File: src/rtl/boot_sector_byte_scanner_macros.svh
// ----------------------------------------------------------------------------
// Boot sector byte scanner assertion macros
// Shared wrappers for the concurrent checks of the scanner.
// ----------------------------------------------------------------------------
`ifndef BOOT_SECTOR_BYTE_SCANNER_MACROS_SVH
`define BOOT_SECTOR_BYTE_SCANNER_MACROS_SVH

// Same-cycle implication, disabled while reset is held.
`define BSS_ASSERT_NOW(label, clk, rst_n, ante, cons, msg) \
  label: assert property (@(posedge clk) disable iff (!rst_n) (ante) |-> (cons)) \
    else $error(msg);

// Next-cycle implication, disabled while reset is held.
`define BSS_ASSERT_NEXT(label, clk, rst_n, ante, cons, msg) \
  label: assert property (@(posedge clk) disable iff (!rst_n) (ante) |=> (cons)) \
    else $error(msg);

`endif

File: src/rtl/bss_pkg.sv
// ----------------------------------------------------------------------------
// Boot sector byte scanner package
// Sizes, byte codes, register indexes and helper functions of the scanner.
// ----------------------------------------------------------------------------
package bss_pkg;

  localparam int SECTOR_BYTES = 512;
  localparam int CHUNK_LEN    = 4;
  localparam int MARKER_LEN   = 6;

  localparam int POS_W   = $clog2(SECTOR_BYTES);
  localparam int CHUNK_W = $clog2(CHUNK_LEN);
  localparam int WIN_DEPTH = MARKER_LEN - 1;

  localparam int OPC_W   = 9;
  localparam int TEXT_W  = 7;
  localparam int NZ_W    = 10;
  localparam int THR_W   = 9;
  localparam int FLOOR_W = 10;
  localparam int PAT_W   = 48;

  localparam int CFG_AW = 5;
  localparam int CFG_DW = 64;

  localparam logic [15:0] BOOT_MAGIC = 16'hAA55;
  localparam logic [7:0]  JMP_SHORT  = 8'hEB;
  localparam logic [7:0]  JMP_NEAR   = 8'hE9;
  localparam logic [7:0]  OP_CLI     = 8'hFA;
  localparam logic [7:0]  OP_STI     = 8'hFB;
  localparam logic [7:0]  OP_INT     = 8'hCD;
  localparam logic [7:0]  OP_CALL    = 8'hE8;
  localparam logic [7:0]  PRINT_LO   = 8'd32;
  localparam logic [7:0]  PRINT_HI   = 8'd126;

  localparam logic [THR_W-1:0]   THR_RESET   = THR_W'(5);
  localparam logic [FLOOR_W-1:0] FLOOR_RESET = FLOOR_W'(52);

  typedef enum logic [1:0] {
    REG_THRESHOLD = 2'd0,
    REG_FLOOR     = 2'd1,
    REG_MARKER    = 2'd2
  } bss_reg_t;

  // Control handed from the sequencer to the marker matcher.
  typedef struct packed {
    logic step;       // a byte is consumed this cycle
    logic head_done;  // a whole marker window lies inside the sector
  } bss_step_t;

  function automatic logic is_opcode(input logic [7:0] b);
    return (b == OP_CLI) || (b == OP_STI) || (b == OP_INT) || (b == OP_CALL);
  endfunction

  function automatic logic is_print(input logic [7:0] b);
    return (b >= PRINT_LO) && (b <= PRINT_HI);
  endfunction

  function automatic logic is_jump(input logic [7:0] b);
    return (b == JMP_SHORT) || (b == JMP_NEAR);
  endfunction

  // Marker byte k, taken modulo 8; bytes 6 and 7 lie beyond the register and read as zero.
  function automatic logic [7:0] marker_byte(input logic [PAT_W-1:0] pat, input int k);
    logic [63:0] wide;
    wide = {{(64-PAT_W){1'b0}}, pat};
    return wide[8*(k%8) +: 8];
  endfunction

endpackage

File: src/rtl/bss_marker_match.sv
// ----------------------------------------------------------------------------
// Boot sector byte scanner marker matcher
// Keeps the last bytes of the sector and compares them with the marker.
// ----------------------------------------------------------------------------
module bss_marker_match (
  input  logic                        clk,
  input  bss_pkg::bss_step_t          ctl,
  input  logic [7:0]                  data_byte,
  input  logic [bss_pkg::PAT_W-1:0]   pattern,
  output logic                        match
);

  // win_r[0] holds the previous byte, win_r[i] the byte i+1 places back.
  logic [7:0] win_r [bss_pkg::WIN_DEPTH];

  always_ff @(posedge clk) begin
    if (ctl.step) begin
      win_r[0] <= data_byte;
      for (int i = 1; i < bss_pkg::WIN_DEPTH; i++) begin
        win_r[i] <= win_r[i-1];
      end
    end
  end

  always_comb begin
    logic hit;
    hit = (data_byte == bss_pkg::marker_byte(pattern, bss_pkg::MARKER_LEN - 1));
    for (int i = 0; i < bss_pkg::WIN_DEPTH; i++) begin
      if (win_r[i] != bss_pkg::marker_byte(pattern, bss_pkg::MARKER_LEN - 2 - i)) begin
        hit = 1'b0;
      end
    end
    match = hit && ctl.head_done;
  end

endmodule

File: src/rtl/boot_sector_byte_scanner.sv
// ----------------------------------------------------------------------------
// Boot sector byte scanner
// Scans one sector byte by byte and reports a verdict on its last byte.
// ----------------------------------------------------------------------------
// The in_ channel carries one sector byte per item, in offset order. Every
// item is first captured in an input register; when it moves on, the
// scanner updates its tallies from that byte. Only the last byte of a sector
// yields an item on the out_ channel, carrying the whole verdict in out_tdata.
// Throughput is one byte per cycle, but for a last byte that stalls. The
// verdict goes into a result register that drives out_tvalid, and is held
// there until the receiver takes it. While that result waits, bytes that are not
// the last of a sector keep flowing; only the next last byte stalls in the
// input register until the result register is free. The ready path runs
// from out_tready through that decision to in_tready.
// After each verdict all per-sector state clears, so the following byte is
// offset zero of a new sector. Reset clears the tallies, drops any pending
// item and restores the register defaults (threshold 5, density floor 52,
// marker zero). The configuration registers sit on an APB port at byte
// addresses 0, 8 and 16 and are meant to be written while the scanner idles.
// ----------------------------------------------------------------------------
`include "boot_sector_byte_scanner_macros.svh"

module boot_sector_byte_scanner (
  input  logic                         clk,
  input  logic                         rst_n,
  // Sector byte stream.
  input  logic                         in_tvalid,
  output logic                         in_tready,
  input  logic [7:0]                   in_tdata,   // [7:0] data_byte
  // Verdict stream.
  output logic                         out_tvalid,
  input  logic                         out_tready,
  // [0] signature_ok, [16:1] signature_value, [24:17] first_value,
  // [25] jump_at_start, [26] marker_found, [35:27] opcode_count,
  // [36] opcode_plenty, [43:37] text_chunks, [53:44] nonzero_count,
  // [54] low_density, [55] zero fill
  output logic [55:0]                  out_tdata,
  // Configuration port.
  input  logic                         cfg_psel,
  input  logic                         cfg_penable,
  input  logic                         cfg_pwrite,
  input  logic [bss_pkg::CFG_AW-1:0]   cfg_paddr,
  input  logic [bss_pkg::CFG_DW-1:0]   cfg_pwdata,
  output logic [bss_pkg::CFG_DW-1:0]   cfg_prdata,
  output logic                         cfg_pready
);

  localparam logic [bss_pkg::POS_W-1:0] LAST_POS =
    bss_pkg::POS_W'(bss_pkg::SECTOR_BYTES - 1);
  localparam logic [bss_pkg::POS_W-1:0] SIG_LO_POS =
    bss_pkg::POS_W'(bss_pkg::SECTOR_BYTES - 2);
  localparam logic [bss_pkg::POS_W-1:0] HEAD_POS =
    bss_pkg::POS_W'(bss_pkg::MARKER_LEN - 1);
  localparam logic [bss_pkg::CHUNK_W-1:0] CHUNK_END =
    bss_pkg::CHUNK_W'(bss_pkg::CHUNK_LEN - 1);

  // Configuration registers.
  logic [bss_pkg::THR_W-1:0]   thr_r;
  logic [bss_pkg::FLOOR_W-1:0] floor_r;
  logic [bss_pkg::PAT_W-1:0]   pattern_r;
  bss_pkg::bss_reg_t           cfg_reg;
  logic                        cfg_write;

  assign cfg_pready = 1'b1;
  assign cfg_reg    = bss_pkg::bss_reg_t'(cfg_paddr[bss_pkg::CFG_AW-1:3]);
  assign cfg_write  = cfg_psel && cfg_penable && cfg_pwrite && cfg_pready;

  always_ff @(posedge clk) begin
    if (!rst_n) begin
      thr_r     <= bss_pkg::THR_RESET;
      floor_r   <= bss_pkg::FLOOR_RESET;
      pattern_r <= '0;
    end else if (cfg_write) begin
      case (cfg_reg)
        bss_pkg::REG_THRESHOLD: thr_r     <= cfg_pwdata[bss_pkg::THR_W-1:0];
        bss_pkg::REG_FLOOR:     floor_r   <= cfg_pwdata[bss_pkg::FLOOR_W-1:0];
        bss_pkg::REG_MARKER:    pattern_r <= cfg_pwdata[bss_pkg::PAT_W-1:0];
        default: ;
      endcase
    end
  end

  always_comb begin
    case (cfg_reg)
      bss_pkg::REG_THRESHOLD: cfg_prdata = bss_pkg::CFG_DW'(thr_r);
      bss_pkg::REG_FLOOR:     cfg_prdata = bss_pkg::CFG_DW'(floor_r);
      bss_pkg::REG_MARKER:    cfg_prdata = bss_pkg::CFG_DW'(pattern_r);
      default:                cfg_prdata = '0;
    endcase
  end

  // Input register.
  logic       s1_valid_r;
  logic [7:0] s1_byte_r;
  logic       s1_last;
  logic       s1_advance;

  // Per-sector state.
  logic [bss_pkg::POS_W-1:0]   pos_r;
  logic [7:0]                  first_r;
  logic [7:0]                  sig_lo_r;
  logic                        marker_seen_r;
  logic [bss_pkg::OPC_W-1:0]   opc_r;
  logic [bss_pkg::CHUNK_W-1:0] chunk_prog_r;
  logic [bss_pkg::TEXT_W-1:0]  text_r;
  logic [bss_pkg::NZ_W-1:0]    nz_r;

  // Result register.
  logic        out_valid_r;
  logic [55:0] out_data_r;

  logic                       match;
  bss_pkg::bss_step_t         step_ctl;
  logic [bss_pkg::NZ_W-1:0]   nz_upd;
  logic [bss_pkg::OPC_W-1:0]  opc_upd;
  logic [bss_pkg::TEXT_W-1:0] text_upd;
  logic [bss_pkg::CHUNK_W-1:0] chunk_prog_upd;
  logic                       marker_upd;
  logic [15:0]                sig;
  logic [55:0]                verdict;

  // A byte that ends the sector needs a free result register; any other
  // byte moves on at once.
  assign s1_last    = (pos_r == LAST_POS);
  assign s1_advance = s1_valid_r && (!s1_last || !out_valid_r || out_tready);
  assign in_tready  = !s1_valid_r || s1_advance;

  always_ff @(posedge clk) begin
    if (!rst_n) begin
      s1_valid_r <= 1'b0;
    end else if (in_tready) begin
      s1_valid_r <= in_tvalid;
    end
  end

  always_ff @(posedge clk) begin
    if (in_tvalid && in_tready) begin
      s1_byte_r <= in_tdata;
    end
  end

  assign step_ctl.step      = s1_advance;
  assign step_ctl.head_done = (pos_r >= HEAD_POS);

  bss_marker_match u_marker (
    .clk       (clk),
    .ctl       (step_ctl),
    .data_byte (s1_byte_r),
    .pattern   (pattern_r),
    .match     (match)
  );

  // Tally updates for the byte in the input register.
  always_comb begin
    nz_upd = nz_r;
    if ((s1_byte_r != 8'd0) && (nz_r != '1)) begin
      nz_upd = nz_r + 1'b1;
    end

    // The last byte of the sector never counts as an opcode.
    opc_upd = opc_r;
    if (!s1_last && bss_pkg::is_opcode(s1_byte_r) && (opc_r != '1)) begin
      opc_upd = opc_r + 1'b1;
    end

    // Greedy chunks: a printable run restarts once it reaches full length.
    text_upd       = text_r;
    chunk_prog_upd = '0;
    if (bss_pkg::is_print(s1_byte_r)) begin
      if (chunk_prog_r == CHUNK_END) begin
        if ((pos_r <= SIG_LO_POS) && (text_r != '1)) begin
          text_upd = text_r + 1'b1;
        end
      end else begin
        chunk_prog_upd = chunk_prog_r + 1'b1;
      end
    end

    marker_upd = marker_seen_r || match;
    sig        = {s1_byte_r, sig_lo_r};

    verdict = {1'b0,
               (nz_upd < floor_r),
               nz_upd,
               text_upd,
               (opc_upd > thr_r),
               opc_upd,
               marker_upd,
               bss_pkg::is_jump(first_r),
               first_r,
               sig,
               (sig == bss_pkg::BOOT_MAGIC)};
  end

  always_ff @(posedge clk) begin
    if (!rst_n) begin
      pos_r         <= '0;
      marker_seen_r <= 1'b0;
      opc_r         <= '0;
      chunk_prog_r  <= '0;
      text_r        <= '0;
      nz_r          <= '0;
    end else if (s1_advance) begin
      if (s1_last) begin
        pos_r         <= '0;
        marker_seen_r <= 1'b0;
        opc_r         <= '0;
        chunk_prog_r  <= '0;
        text_r        <= '0;
        nz_r          <= '0;
      end else begin
        pos_r         <= pos_r + 1'b1;
        marker_seen_r <= marker_upd;
        opc_r         <= opc_upd;
        chunk_prog_r  <= chunk_prog_upd;
        text_r        <= text_upd;
        nz_r          <= nz_upd;
      end
    end
  end

  always_ff @(posedge clk) begin
    if (s1_advance && (pos_r == '0)) begin
      first_r <= s1_byte_r;
    end
    if (s1_advance && (pos_r == SIG_LO_POS)) begin
      sig_lo_r <= s1_byte_r;
    end
  end

  always_ff @(posedge clk) begin
    if (!rst_n) begin
      out_valid_r <= 1'b0;
    end else if (s1_advance && s1_last) begin
      out_valid_r <= 1'b1;
    end else if (out_tready) begin
      out_valid_r <= 1'b0;
    end
  end

  always_ff @(posedge clk) begin
    if (s1_advance && s1_last) begin
      out_data_r <= verdict;
    end
  end

  assign out_tvalid = out_valid_r;
  assign out_tdata  = out_data_r;

  // A last byte must never overwrite a verdict the receiver has not taken.
  `BSS_ASSERT_NOW(a_no_overwrite, clk, rst_n, out_valid_r && !out_tready && s1_last, !s1_advance, "verdict overwritten while stalled")
  // Finishing a sector returns the position to offset zero.
  `BSS_ASSERT_NEXT(a_sector_wraps, clk, rst_n, s1_advance && s1_last, pos_r == '0 && out_valid_r, "sector did not wrap after verdict")
  // Tallies never run ahead of the number of bytes seen.
  `BSS_ASSERT_NOW(a_tally_bound, clk, rst_n, 1'b1, (bss_pkg::POS_W'(opc_r) <= pos_r) && (bss_pkg::NZ_W'(pos_r) >= nz_r), "tally exceeds byte position")

endmodule
File: config.mk
export PLATFORM = sky130hd
export DESIGN_NAME = boot_sector_byte_scanner
export DESIGN_NICKNAME = d
export VERILOG_FILES = /design/src/rtl/bss_pkg.sv /design/src/rtl/bss_marker_match.sv /design/src/rtl/boot_sector_byte_scanner.sv
export VERILOG_INCLUDE_DIRS = /design/src /design/src/rtl
export SDC_FILE = /design/constraint.sdc
export NUM_CORES = 1
export LEC_CHECK = 0
export BUFFER_PORTS_ARGS = -buffer_cell sky130_fd_sc_hd__buf_2
export CORE_ASPECT_RATIO = 0.8
export CORE_MARGIN = 3
export CORE_UTILIZATION = 50
export CTS_CLUSTER_DIAMETER = 80
export DETAILED_ROUTE_END_ITERATION = 8
export GPL_TIMING_DRIVEN = 0
export PLACE_DENSITY = 0.77
export SLEW_MARGIN = 25
export SYNTH_ARGS = -nofsm -noshare
export SYNTH_HDL_FRONTEND = slang
export SYNTH_SLANG_ARGS = --single-unit
export TNS_END_PERCENT = 100
File: constraint.sdc
create_clock -name clk -period 4.5 [get_ports clk]
set_input_delay 0 -clock clk [delete_from_list [all_inputs] [get_ports clk]]
set_output_delay 0 -clock clk [all_outputs]
set_load 0.05 [all_outputs]
==> summary.md, run 1 <==
| Metric | Value |
|---|---|
| Register bit total from synthesis | ~230 |
| Number of different library cells in the post-synthesis netlist | 64 |
| Synthesis-to-layout area growth | 26.2% |
| Weighted congestion reported at the end of routability-driven placement | 0.884 |
| Slew Viols, Final | 0 |
| Initial antenna violation count | 0 |
| Std-Cell Rows | 45 |
| Number of global-route vias before repair | between 7000 and 8000 |
| Count of antenna-violating nets left after detailed routing | 0 |
| Final hold vios | 0 |
| Top post-synthesis cells by count | nand2_1, edfxtp_1, dfxtp_1 |
| Worst vdd rail ir drop | 0.204 mV |
| Maximum clock path buffer count | 3 |
| Total grt overflow | 0 |
| Setup repair after global routing missed its margin | no |
| Crit Path Category | flip-flop to flip-flop |
| Cells on Worst Hold Path | 3 |
| Total negative slack | 0 ps |
| Half-perimeter wire length after detailed placement | 19.5 mm |
| Drt total wl | 27.6 mm |
| Gr usage total | 24.8% |
| Die outline height | approximately 130 microns |
| Initial DRC Count | 731 |
| Worst clock skew | 6.97 ps |
| Pre-antenna DRT Iters | 5 |
| Cells along the critical path | clkbuf_1 -> and4_1 -> and2_1 -> and3_1 -> ha_1 -> or3b_1 -> or4_4 -> nand2_1 -> buf_4 -> nand2_1 -> xnor2_1 -> ha_1 -> a211o_1 -> o31ai_1 -> a21oi_1 |
| Number of enable flip-flop cells after synthesis | roughly 120 |
| Peak Freq | 0.235 GHz |
| Family with the most delay on the worst path | simple AND/OR/NAND/NOR gates |
| Result of the run | completed |
| Buffers & Inverters on Critical Path | 2 |
| Number of buffers inserted by port buffering | about 170 |
| Element type at the critical path start | flip-flop |
| Cell count along the critical path | 15 |
| Cells after synthesis | ~950 |
| Count of endpoints failing setup in the final report | 0 |
| Area of the mapped netlist | 0.0101 sq mm |
| Synth async-reset ratio | 0% |
| Hold worst-path end | thr_r[0] |
| Horizontal extent of the die | 165 microns |
| Areal power density over the cells | 348 mW/mm^2 |
| Area of the placeable core | roughly 0.019 sq mm |
| Share of the cycle needed by the critical path after routing | 94.7% |
| Io pins | slightly above 200 |
| Arrival time of the worst setup path | 4510 ps |
| Proportion of netlist area held by the largest area contributor | 35.5% |
| TritonCTS Sinks | 226 |
| Source of the worst register-to-register timing path | pos_r[2] |
| Clock slew seen by the registers of the worst setup and hold paths | 70 ps |
| Required time at the endpoint of the critical path | 4750 ps |
| Maximum number of pins on one net before global-route repair | 50 |
| Internal reg-to-reg setup slack | 240 ps |
| Initial Util | a little over 50% |
| Routed via count | 8208 |
| Total DRC errors in the routed layout | 0 |
| Layout cells sized above 1 | 19.1% |
| Worst-path fanout max | 10 |
| Synthesized area divided by synthesized cell count | 10.6 sq um |
| Worst setup slack after layout | 238 ps |
| Cell types occupying the most area after synthesis | edfxtp_1, dfxtp_1, nand2_1 |
| TritonCTS clock tree | built |
| Clk_lat worst skew | 510 ps |
| Number of buffers created by CTS | 22 |
| Die area | between 0.02 and 0.025 sq mm |
| Post-Place Setup Slack | roughly 300 ps |
| Standard cell with the maximum stage delay on the critical path | or4_4 |
| Fill cell instance count of the final layout | 1474 |
| Post-synth top flop | edfxtp_1 |
| Number of antenna repair diodes | 0 |
| Yosys warning count | 0 |
| Worst hold path startpoint | rst_n |
| Max capacitance violation total | 0 |
| Average wire per cell in the routed design | 18.5 microns |
| Reported leakage power | 0.00495 uW |
| Nature of the critical path endpoint | flip-flop |
| H-Tree Depth | 1 |
| Sequential cell area fraction in the yosys report | a little under three fifths |
| Post-synthesis cell type with the largest combined area | edfxtp_1 |
| Wire length of the first global-routing pass | 42.4 mm |
| Count leader, synth | nand2_1 |
| Worst hold path class | input pin to flip-flop |
| Slew of the pin with the lowest slew margin | 984 ps |
| CP peak stage delay | 540 ps |
| Number of gates resized after cts | 0 |
| Via density | 5.50 |
| Clock root buffer | clkbuf_16 |
| Max-slew headroom at the worst pin | 34.1% |
| Nets | 1331 |
| Destination of the worst register-to-register timing path | out_tdata[36] |
| Logic depth of the worst register-to-register path | 15 |
| Post-layout minimum cycle time | 4260 ps |
## tightest hold or removal path, delay by kind of cell
| kind | cells | cell delay [ps] |
|---|---|---|
| buf+inv | 2 | 380 |
| simple gates | 1 | 140 |
## metrics by stage
| stage | hold WS, ps | utilization, % | total power (uW) | instance area, sq um | cells |
|---|---|---|---|---|---|
| floorplan | 98.9 | - | 2410 | 10100 | 965 |
| global placement | 179 | 58.3 | 2500 | 11300 | 1391 |
| finish | 45.5 | 65.6 | 4420 | 12700 | 1493 |
| detailed placement | 179 | 58.6 | 2510 | 11300 | 1393 |
| CTS | 13.0 | 65.5 | 4430 | 12700 | 1492 |
| global route | 68.1 | 65.6 | 4550 | 12700 | 1493 |
## cell families (layout without fill, tap and decap cells)
family                     count (synthesis)  after routing  synth area share (%)
AOI/OAI and AO/OA                        156            156                  9.79
xor gates and xnor gates                  75             75                  6.53
adders and majority gates                 28             28                  3.48
buffers and inverters                     87            357                  3.97
DFF                                      226            226                  56.8
muxes                                     21             21                  2.13
other                                      2             18                0.0746
and+or+nand+nor                          354            354                  17.2
## state kept, by name, indices dropped and copies added, names as in the netlist
name / flops
sig_lo_r: 8
out_tvalid: 1
marker_seen_r: 1
u_marker.win_r: 40
s1_valid_r: 1
out_tdata: 55
opc_r: 9
pos_r: 9
nz_r: 10
thr_r: 9
pattern_r: 48
s1_byte_r: 8
text_r: 7
chunk_prog_r: 2
first_r: 8
floor_r: 10
## how the worst max path moves through the flow
| stage | from | end | slack (ps) |
|---|---|---|---|
| 6_report | pos_r[2] | out_tdata[36] | 240 |
| 5_1_grt | pos_r[2] | out_tdata[36] | 50 |
| 4_1_cts | pos_r[2] | out_tdata[36] | 270 |
| 3_5_place_dp | pos_r[2] | out_tdata[36] | 310 |
| 3_3_place_gp | pos_r[2] | sig_lo_r[6] | -690 |
| 2_1_floorplan | pos_r[2] | sig_lo_r[0] | 530 |
## where the power goes
group          switching [uW]  leakage (uW)  internal, uW  total [uW]
logic                     175       0.00265           107         283
registers                42.6       0.00194          2190        2230
clock network             778      0.000359          1130        1900
total                     996       0.00495          3420        4420
## area by class of cell
cell class / count / area, sq um / share of cell area (%)
Multi-Input combinational cell: 652 / 4030 / 31.7
Clock buffer: 28 / 604 / 4.76
Tap cell: 258 / 323 / 2.54
Buffer: 61 / 305 / 2.40
Inverter: 26 / 97.6 / 0.768
Clock inverter: 12 / 141 / 1.11
Timing Repair Buffer: 230 / 1490 / 11.7
Sequential cell: 226 / 5720 / 45.0
## cell usage in the layout, fill, tap and decap left out, drive strengths merged, types with 3 or more instances in the layout
cell / instances
a21o: 3
a21oi: 76
a22o: 6
a31oi: 9
and2: 44
and3: 10
and4: 8
buf: 193
bufinv: 3
clkbuf: 66
clkinv: 6
conb: 18
dfxtp: 107
dlygate4sd3: 60
edfxtp: 119
ha: 28
inv: 27
mux2: 3
mux2i: 18
nand2: 165
nand3: 19
nand3b: 3
nand4: 21
nand4b: 3
nor2: 41
nor2b: 6
nor3: 8
nor3b: 3
nor4: 10
o211ai: 5
o21a: 6
o21ai: 19
o31ai: 5
xnor2: 49
xor2: 26
## routing by layer
layer / vias up / wire [microns] / track usage (%)
li1: 3875 / - / -
met1: 3856 / 11700 / 36.0
met2: 421 / 12500 / 38.5
met3: 56 / 2710 / 4.95
met4: 0 / 643 / 5.96
met5: - / 0 / 0
## repair_timing
action | 4_1_cts | 5_1_grt
hold buffers | 59 | 1
endpoints found under the hold margin | 77 | 3
setup buffers | 0 | 0
Power figures use the tool's default switching activity.
==> inputs of run 2 (changes only) <==
Settings changed: REMOVE_ABC_BUFFERS set to 1, SYNTH_HIERARCHICAL set to 1.
==> summary.md, run 2 <==
| Metric | Value |
|---|---|
| Design Area, Final | 0.0128 sq mm |
| Top post-synthesis cells by count | nand2_1, edfxtp_1, dfxtp_1 |
| Number of buffers created by CTS | 23 |
| Combinational group share of total power | 6.0% |
| Area of the mapped netlist | a little over 0.01 sq mm |
| Areal power density over the cells | around 350 mW/mm^2 |
| Area of the placeable core | 0.0200 sq mm |
| Post-layout minimum cycle time | approximately 4200 ps |
| Total grt overflow | 0 |
| Arrival time of the worst setup path | 4430 ps |
| Sequential cell area fraction in the yosys report | 55.8% |
| Clock power frac | between 40% and 50% |
| Max capacitance violation total | 0 |
| Slew Viols, Final | 0 |
| Number of flip-flops in the largest register | 55 |
| Worst clock skew | 14.0 ps |
| Most used cells in the layout excluding fill and tap cells | nand2_1, buf_2, edfxtp_1 |
| Worst-path fanout max | 10 |
| TritonCTS Sinks | 226 |
| Number of different library cells in the post-synthesis netlist | 66 |
| Non-filler cells in the finished layout | 1464 |
| Maximum number of pins on one net before global-route repair | 85 |
| Clock root buffer | clkbuf_16 |
| TritonCTS clock tree | built |
| Std-Cell Rows | 46 |
| Crit Path Category | flip-flop to flip-flop |
| Initial DRC Count | 778 |
| Slew of the pin with the lowest slew margin | 906 ps |
| Proportion of netlist area held by the largest area contributor | 34.9% |
| Total area of sequential cells | 0.00572 sq mm |
| Setup repair after global routing missed its margin | no |
| DP Cell Count | 1362 |
| Max-slew headroom at the worst pin | 39.2% |
| Count of antenna-violating nets left after detailed routing | 0 |
| Half-perimeter wire length after detailed placement | 18.2 mm |
| Register bit total from synthesis | 226 |
| Switching Share | 23.0% |
| Synthesis-to-layout area growth | 24.6% |
| Sequential Power Share | around half |
| Post-synthesis cell type with the largest combined area | edfxtp_1 |
| Final hold vios | 0 |
| Synth async-reset ratio | 0% |
| Result of the run | completed |
| Nature of the critical path endpoint | flip-flop |
| Initial antenna violation count | 1 |
| Worst hold path class | input pin to flip-flop |
| Total DRC errors in the routed layout | 0 |
| Cell Area, Placed | about 0.011 sq mm |
| Layout cells sized above 1 | about a fifth |
| H-Tree Depth | 1 |
| Cells after synthesis | 961 |
| Share of the cycle needed by the critical path after routing | around 93% |
| Reported leakage power | around 0.0051 uW |
| Wire length of the first global-routing pass | 41.7 mm |
| Io pins | 207 |
| Yosys warning count | 6 |
| Count leader, synth | nand2_1 |
| Pre-antenna DRT Iters | 5 |
| Element type at the critical path start | flip-flop |
| Worst vdd rail ir drop | between 0.3 and 0.4 mV |
| Number of enable flip-flop cells after synthesis | 119 |
| Die outline height | ~130 microns |
| Horizontal extent of the die | between 150 and 200 microns |
| Clock slew seen by the registers of the worst setup and hold paths | 70 ps |
| Post-Place Setup Slack | roughly 360 ps |
| Fill cell instance count of the final layout | 1563 |
| Cell types occupying the most area after synthesis | edfxtp_1, dfxtp_1, nand2_1 |
| Post-synth top flop | edfxtp_1 |
| Count of endpoints failing setup in the final report | 0 |
| Routed via count | 7923 |
| Area of the multi-input gates | between 0.004 and 0.005 sq mm |
| Synthesized area divided by synthesized cell count | 10.7 sq um |
| Clk_lat worst skew | 510 ps |
| Weighted congestion reported at the end of routability-driven placement | 0.853 |
| Number of buffers inserted by port buffering | 169 |
| Die area | 0.0223 sq mm |
| Total net switching power | a little over 1000 uW |
| Required time at the endpoint of the critical path | between 4000 and 5000 ps |
| Initial Util | between 50% and 60% |
| Worst setup slack after layout | 316 ps |
| Number of global-route vias before repair | 7870 |
| Nets | 1294 |
| Average wire per cell in the routed design | about 18 microns |
| Maximum clock path buffer count | 3 |
| Gr usage total | 23.1% |
| Via density | 5.41 |
| Drt total wl | 26.3 mm |
| Peak Freq | 0.239 GHz |
| Internal power consumption | 3410 uW |
[run 2: changes by cell type after synthesis, sizes merged, moves of 6 or more]
| cell | before | now |
|---|---|---|
| inv | 26 | 34 |
| nor3 | 8 | 15 |
| nor2b | 6 | 16 |
| a21boi | 0 | 60 |
| nor4 | 10 | 21 |
| nor2 | 41 | 30 |
| and3 | 10 | 4 |
| xor2 | 26 | 50 |
| buf | 23 | 30 |
| xnor2 | 49 | 18 |
| nand4 | 21 | 15 |
| clkbuf | 38 | 31 |
| o21ai | 19 | 28 |
| a21oi | 76 | 9 |
[run 2: cell families after synthesis]
kind of cell / Yosys count / share of synthesized area, %
adders and majority gates: 28 / 3.42
xor gates and xnor gates: 68 / 5.81
buffers and inverters: 95 / 4.31
other: 2 / 0.0733
AOI/OAI and AO/OA: 158 / 10.9
muxes: 19 / 1.89
and+or+nand+nor: 365 / 17.8
DFF: 226 / 55.8
[run 2: per-stage QoR]
stage | utilization [%] | total power, uW | setup TNS [ps] | hold slack, ps
6_report | 63.9 | 4430 | 0 | 46.7
2_1_floorplan | - | 2380 | 0 | 71.8
3_3_place_gp | 55.9 | 2480 | -136350 | 176
4_1_cts | 63.9 | 4450 | 0 | 43.1
3_5_place_dp | 57.1 | 2490 | 0 | 178
5_1_grt | 63.9 | 4550 | 0 | 84.4
[run 2: worst max-delay path, stage by stage, from the launching register on]
cell	delay [ps]
dfxtp_1	370
ha_1	270
and4_1	210
ha_1	310
or3b_2	540
a2111oi_2	320
or2_1	410
mux2_2	440
ha_1	300
nor2b_1	130
o21a_1	160
o21a_1	170
o31ai_1	190
a21oi_1	90
[run 2: repair_timing]
| action | CTS | global route |
|---|---|---|
| endpoints found under the setup margin | 0 | 0 |
| gates resized for setup | 0 | 0 |
| endpoints found under the hold margin | 85 | 0 |
| setup buffers | 0 | 0 |
| hold buffers | 59 | 0 |
[run 2: final cells by class]
cell class	count	share of cell area, %
inverter	34	1.00
tap	264	2.59
sequential	226	44.8
multi-input combinational	656	32.8
clock inverter	14	1.10
antenna	1	0.0196
timing repair buffer	241	12.8
clock buffer	28	4.90
[run 2: power by group through the flow]
stage               registers (uW)  clock network [uW]  logic (uW)
floorplan                     2250                   0         131
global placement              2270                   0         208
detailed placement            2270                   0         222
CTS                           2230                1970         262
global route                  2230                2040         287
finish                        2230                1940         265
[run 2: routing by layer]
metal | vias to the layer above | global-route usage, % | share of wire [%]
met1 | 3757 | 32.9 | 45
met5 | - | 0 | 0
met4 | 0 | 4.94 | 1.7
li1 | 3805 | - | -
met3 | 39 | 5.10 | 8.6
met2 | 322 | 36.9 | 45
[run 2: path summary, 6_finish.rpt]
| path | startpoint | to | slack [ps] | cells after the start |
|---|---|---|---|---|
| setup reg to reg | pos_r[0] | out_tdata[36] | 320 | 13 |
| hold reg to reg | first_r[1] | out_tdata[18] | 420 | 0 |
| setup / recovery | pos_r[0] | out_tdata[36] | 320 | 13 |
| hold / removal | rst_n | thr_r[0] | 50 | 2 |
